==> src/rtl/chip8eu_vregs.sv <==
`timescale 1ns / 1ps
`default_nettype none
module chip8eu_vregs (
  input  wire logic       clk,
  input  wire logic       rst,
  input  wire logic [3:0] raddr_a,
  input  wire logic [3:0] raddr_b,
  output logic      [7:0] rdata_a,
  output logic      [7:0] rdata_b,
  input  wire logic       we,
  input  wire logic [3:0] waddr,
  input  wire logic [7:0] wdata
);

  logic [7:0] regs [16];
  logic [15:0] written;

  always_ff @(posedge clk) begin
    if (we) begin
      regs[waddr] <= wdata;
    end
  end

  // unwritten entries read as zero after reset
  always_ff @(posedge clk) begin
    if (rst) begin
      written <= '0;
    end else if (we) begin
      written[waddr] <= 1'b1;
    end
  end

  always_ff @(posedge clk) begin
    rdata_a <= written[raddr_a] ? regs[raddr_a] : 8'd0;
    rdata_b <= written[raddr_b] ? regs[raddr_b] : 8'd0;
  end

endmodule
`default_nettype wire

==> config.mk <==
export PLATFORM = sky130hd
export DESIGN_NAME = chip8eu_vregs
export DESIGN_NICKNAME = d
export VERILOG_FILES = /design/src/rtl/chip8eu_vregs.sv
export SDC_FILE = /design/constraint.sdc
export NUM_CORES = 1
export LEC_CHECK = 0
export ABC_AREA = 1
export BUFFER_PORTS_ARGS = -buffer_cell sky130_fd_sc_hd__buf_2
export CORE_UTILIZATION = 50
export DETAILED_ROUTE_END_ITERATION = 10
export PLACE_DENSITY = 0.74
export RECOVER_POWER = 25
export SLEW_MARGIN = 20
export SYNTH_ARGS = -nofsm -noshare
export SYNTH_HDL_FRONTEND = slang
export SYNTH_SLANG_ARGS = --single-unit
==> constraint.sdc <==
create_clock -name clk -period 1.25 [get_ports clk]
set_input_delay 0 -clock clk [delete_from_list [all_inputs] [get_ports clk]]
set_output_delay 0 -clock clk [all_outputs]
set_load 0.03 [all_outputs]
# After elaboration in Yosys (flattened, before gate mapping)
# Memories as Yosys holds them, arrays and structs flattened. A register that Yosys moved wholly into a read port is not among the register bits.
# Cells that the tools add are included.
# W data, S select, Z words.
[totals]
regBits = 16
latch_bits = 0
ramBits = 128
mem_bits_ro = 0
inputBits = 23
output_inout_bits = 16
elab_cells = 18
mem_count = 1
[classes]
n_addsub = 0
mul = 0
div_mod_pow = 0
n_lt_le_gt_ge = 4
eq_ne = 0
shifts = 0
muxes = 8
bitwise = 1
n_reduce_logical = 3
[memory_table]
columns = ["name", "depth", "width", "rd", "rd_clocked_by_memory_dff", "wr", "line", "text"]
rows = [
  ["regs", 16, 8, 2, 2, 1, "15", "logic [7:0] regs [16];"],
]
[op_table]
columns = ["cell", "n"]
rows = [
  ["$or A16 B16 Y16", 1],
  ["$lt A4 B5 Y1 const B", 3],
  ["$bmux W1 S4", 2],
  ["$mux W1", 5],
  ["$demux W1 S4", 1],
  ["$ge A4 B1 Y1 const B", 1],
  ["$logic_not A1 Y1", 2],
  ["$logic_and A1 B1 Y1", 1],
]

# Longest topological paths before layout
[logic_depth]
ltp_word = 5
mapped_depth = 10
depth_no_buf = 8

# Worst setup path before layout
# OpenSTA, ideal clock, no wires.
[synth_path]
path_kind = "input-to-reg"
startpoint = "input port waddr[0]"
endpoint = "memory regs[0][0] (enable)"
setup_ns = 0.386
arrival_time_ns = 0.896
required_ns = 0.864
path_slack_ns = -0.031
path_stages = 3
n_path_buf = 0
path_cell_list = "nor2_1 inv_1 nor3_1"
[synth_lines]
columns = ["item", "line", "text"]
rows = [
  ["from (decl)", "11", "input wire logic [3:0] waddr,"],
  ["to (decl)", "15", ""],
]
# Straight into the memory's write port.

# Final worst setup path
[layout_path]
startpoint = "input port waddr[1]"
endpoint = "register written[6]"
[layout_via]
elab_chain_len = 5
word_cells_on_any_way = 6
cone_classes = "order compare: 2; mux: 2; bitwise: 1; reduce/logical: 1"
[layout_rtl]
columns = ["item", "line", "text"]
rows = [
  ["$lt A4 B5 Y1 (implied by the code) or $ge A4 B1 Y1 (tied branches)", "29", "written[waddr] <= 1'b1;"],
  ["$logic_and A1 B1 Y1 (implied by the code)", "29", ""],
  ["$mux W1 (implied by the code)", "29", ""],
  ["$demux W1 S4 *", "29", ""],
  ["$or A16 B16 Y16 (no source line) *", "--", ""],
  ["to (signal assigned)", "27", "written <= '0;"],
  ["to (signal, indexed assignment)", "29", ""],
  ["to (decl)", "16", "logic [15:0] written;"],
]
# Mark *: on every way between the ends. The rest lies on a longest branch, timed or not.
# A chain may end at the register's enable or synchronous reset.

==> qor.yml <==
synth:
  synthesis.area_sq_mm: 0.00818
  syn_nets: 1045
  avgSynthCellArea_sq_um: 8.00
  netlist.area_leader.share_pct: 47.0
  netlist_top_cells_count: "330 x nand2_1, 252 x nand3_1, 176 x inv_1, 128 x edfxtp_1, 35 x buf_2"
  synth.most_common_cell: "nand2_1"
  yosys_most_used_dff: "edfxtp_1"
  ys_seq_area_share_pct: 54.8
  synth.largest_area_cell: "edfxtp_1"
  synth_edf_count: 128
  ys_ff_latch: 160
  yosysUniqueCellTypes: 17
  yosys_warnings: 0
  syn_inst: 1022
  synth.area.top_cells: "edfxtp_1 47%, nand3_1 15%, nand2_1 15%"
  async_flop_share_pct: 0
clock_network:
  htree_levels: 4
  clk_pin_slew_ps: 60
  cts_buffer_depth: 2
  cts_buffers: 17
  cts_tree: "done"
  insertion_delay_ps: 430
  cts_setup_buffers: 0
  root_buffer: "clkbuf_16"
  cts.sinks: 160
routing:
  drt_pre_antenna_iters: 5
  viasPerCell: 5.46
  wl_per_cell_microns: 17.8
  ant_nets: 0
  post-route-drc-count: 0
  vias: 7199
  drtIter0Drc: 960
  wl_microns: 23500
layout:
  fin_nets: 1113
  antenna_cells: 0
  syn_to_final_growth_pct: 18.3
  fillers: 1392
  layout-drive-gt1-share_pct: 11.2
  finalInstanceArea_sq_mm: 0.00968
setup_path:
  required_ps: 1610
  critPathMaxStageDelay_ps: 570
  crit_path_start: "waddr[1]"
  worst-r2r-setup-slack_ps: 80
  cpMaxStageDelayCell: "dlygate4sd3_1"
  cp-start-kind: "input port"
  rr_startpoint: "regs[9][3]"
  crit_path_max_fanout: 3
  reg2regPathDepth: 8
  setup.worst_path.end_class: "register"
  timing_worst_setup_path_type: "in2reg"
  cp_num_buf_inv: 4
  path_cells: "buf_2 > inv_1 > nor2_2 > dlygate4sd3_1 > nand2_1 > dlygate4sd3_1 > a21oi_1"
  cp_top_family: "buffers and inverters"
  r2r_end: "rdata_b[3]"
  crit_top_cell: "dlygate4sd3_1"
  critical_path_arrival_ps: 1580
global_routing:
  grt_start_max_net_pins: 36
  grt_pass1_wl_microns: 36300
  track_usage_pct: 29.5
  antenna_found_initial: 0
  grt_pass1_vias: 6812
  grt-ovfl-total: 0
sta:
  slew_viol_final: 0
  setup_viol_count_final: 0
  period_needed_ps: 1220
  worst_slew_pin_slew_ps: 961
  relSlewSlack_pct: 36.0
  rsz0062_at_grt: "yes"
  fmax_ghz: 0.821
  finClkSkew_ps: 7.80
  report.final.hold_viol_count: 0
  final.period_utilization_pct: 97.5
power_and_ir_drop:
  pwr_density_cell_mw_per_mm2: 1320
  p_total_uw: 12800
  max-vdd-ir-drop_mv: 1.00
  power.leakage_uw: 0.00457
placed_design:
  post-dp-hpwl_microns: 15600
  io_buffers: 38
  dpl_cell_area_sq_mm: 0.00895
  gp_congestion: 0.896
die:
  die_area_sq_mm: 0.0169
  ios: 39
  core_area_sq_mm: 0.0159
  fp-row-count: 46
  chipWidth_microns: 130
  initial_core_util_pct: 51.3
  die_height_microns: 130
run:
  maxCapViolations: 0
min_path:
  holdPathEnd: "rdata_b[0]"
  min_path_type: "in2reg"
  min-delay-start: "raddr_b[3]"
  hold_depth: 5
run_status:
  outcome: "finished, final reports clean"
## per-layer routing
layer | vias up | GRT usage [%] | share of wire (%)
met3 | 79 | 6.64 | 10
li1 | 3394 | - | -
met5 | - | 0 | 0
met4 | 0 | 17.0 | 4.1
met2 | 441 | 46.3 | 46
met1 | 3285 | 37.8 | 40
## flip-flops by register name, summed over array words and instances, names as in the netlist
name / count
rdata_a: 8
rdata_b: 8
written: 16
regs: 128
## worst reg2reg max path: stages (launching register included)
cell and delay [ps]:
edfxtp_1 370, inv_1 80, nand2_1 50, nand3_1 100, nand3_1 170, nand3_1 130, nand2_1 70, nand2_1 80
inv_1 40
## cell usage in the layout, fill, tap and decap left out, types with 3 or more instances in the layout
cell / netlist / routed
inv_1: 176 / 176
clkbuf_16: 0 / 18
buf_4: 12 / 31
nand2_1: 330 / 330
nand3_1: 252 / 251
buf_2: 35 / 32
inv_2: 5 / 5
buf_12: 0 / 18
inv_6: 0 / 3
nor3_1: 9 / 8
nor2_1: 22 / 21
clkbuf_1: 2 / 10
dlygate4sd3_1: 0 / 14
a21oi_1: 8 / 8
inv_4: 2 / 3
edfxtp_1: 128 / 128
clkinv_2: 0 / 3
dfxtp_1: 32 / 32
## through the flow
| stage | utilization [%] | hold WS [ps] | worst slack (ps) | TNS, ps | std cells |
|---|---|---|---|---|---|
| 2_1_floorplan | - | 98.9 | -8.60 | -68.8 | 1022 |
| 3_3_place_gp | 56.1 | 351 | 52.4 | 0 | 1273 |
| 3_5_place_dp | 56.1 | 355 | 34.2 | 0 | 1273 |
| 4_1_cts | 60.7 | 2.93 | 37.8 | 0 | 1318 |
| 5_1_grt | 60.7 | 61.9 | -18.6 | -78.7 | 1319 |
| 6_report | 60.7 | 42.5 | 31.6 | 0 | 1319 |
## how the worst max path moves through the flow
stage	to	slack [ps]	cells after the start
6_report	written[6]	30	7
3_5_place_dp	regs[9][5]	30	5
5_1_grt	written[6]	-20	7
3_3_place_gp	rdata_b[5]	50	10
4_1_cts	regs[8][2]	40	6
2_1_floorplan	regs[12][0]	-9	3
## area by class of cell
class | instances | area (sq um) | share of cell area, %
flip-flops and latches | 160 | 4480 | 46.3
multi-input cells | 623 | 2700 | 27.9
repair buffers | 103 | 923 | 9.54
inverters | 185 | 699 | 7.23
clock buffers | 21 | 472 | 4.87
well taps | 216 | 270 | 2.79
clock inverters | 11 | 125 | 1.29
## kinds of logic (layout without fill, tap and decap cells)
kind of cell | count (synthesis) | in the layout | synth area share (%)
buf+inv | 239 | 320 | 12.4
flops | 160 | 160 | 54.8
simple gates | 615 | 615 | 32.3
compound gates | 8 | 8 | 0.490
## timing repair
| action | CTS | global route |
|---|---|---|
| endpoints found under the hold margin | 112 | 4 |
| hold buffers | 13 | 1 |
| endpoints found under the setup margin | 0 | 16 |
| gates resized for setup | 0 | 5 |
## power by group
group / internal [uW] / switching (uW)
registers: 5890 / 48.9
logic: 506 / 1030
clock network: 3130 / 2140
total: 9530 / 3220
(Power assumes the default switching activity.)
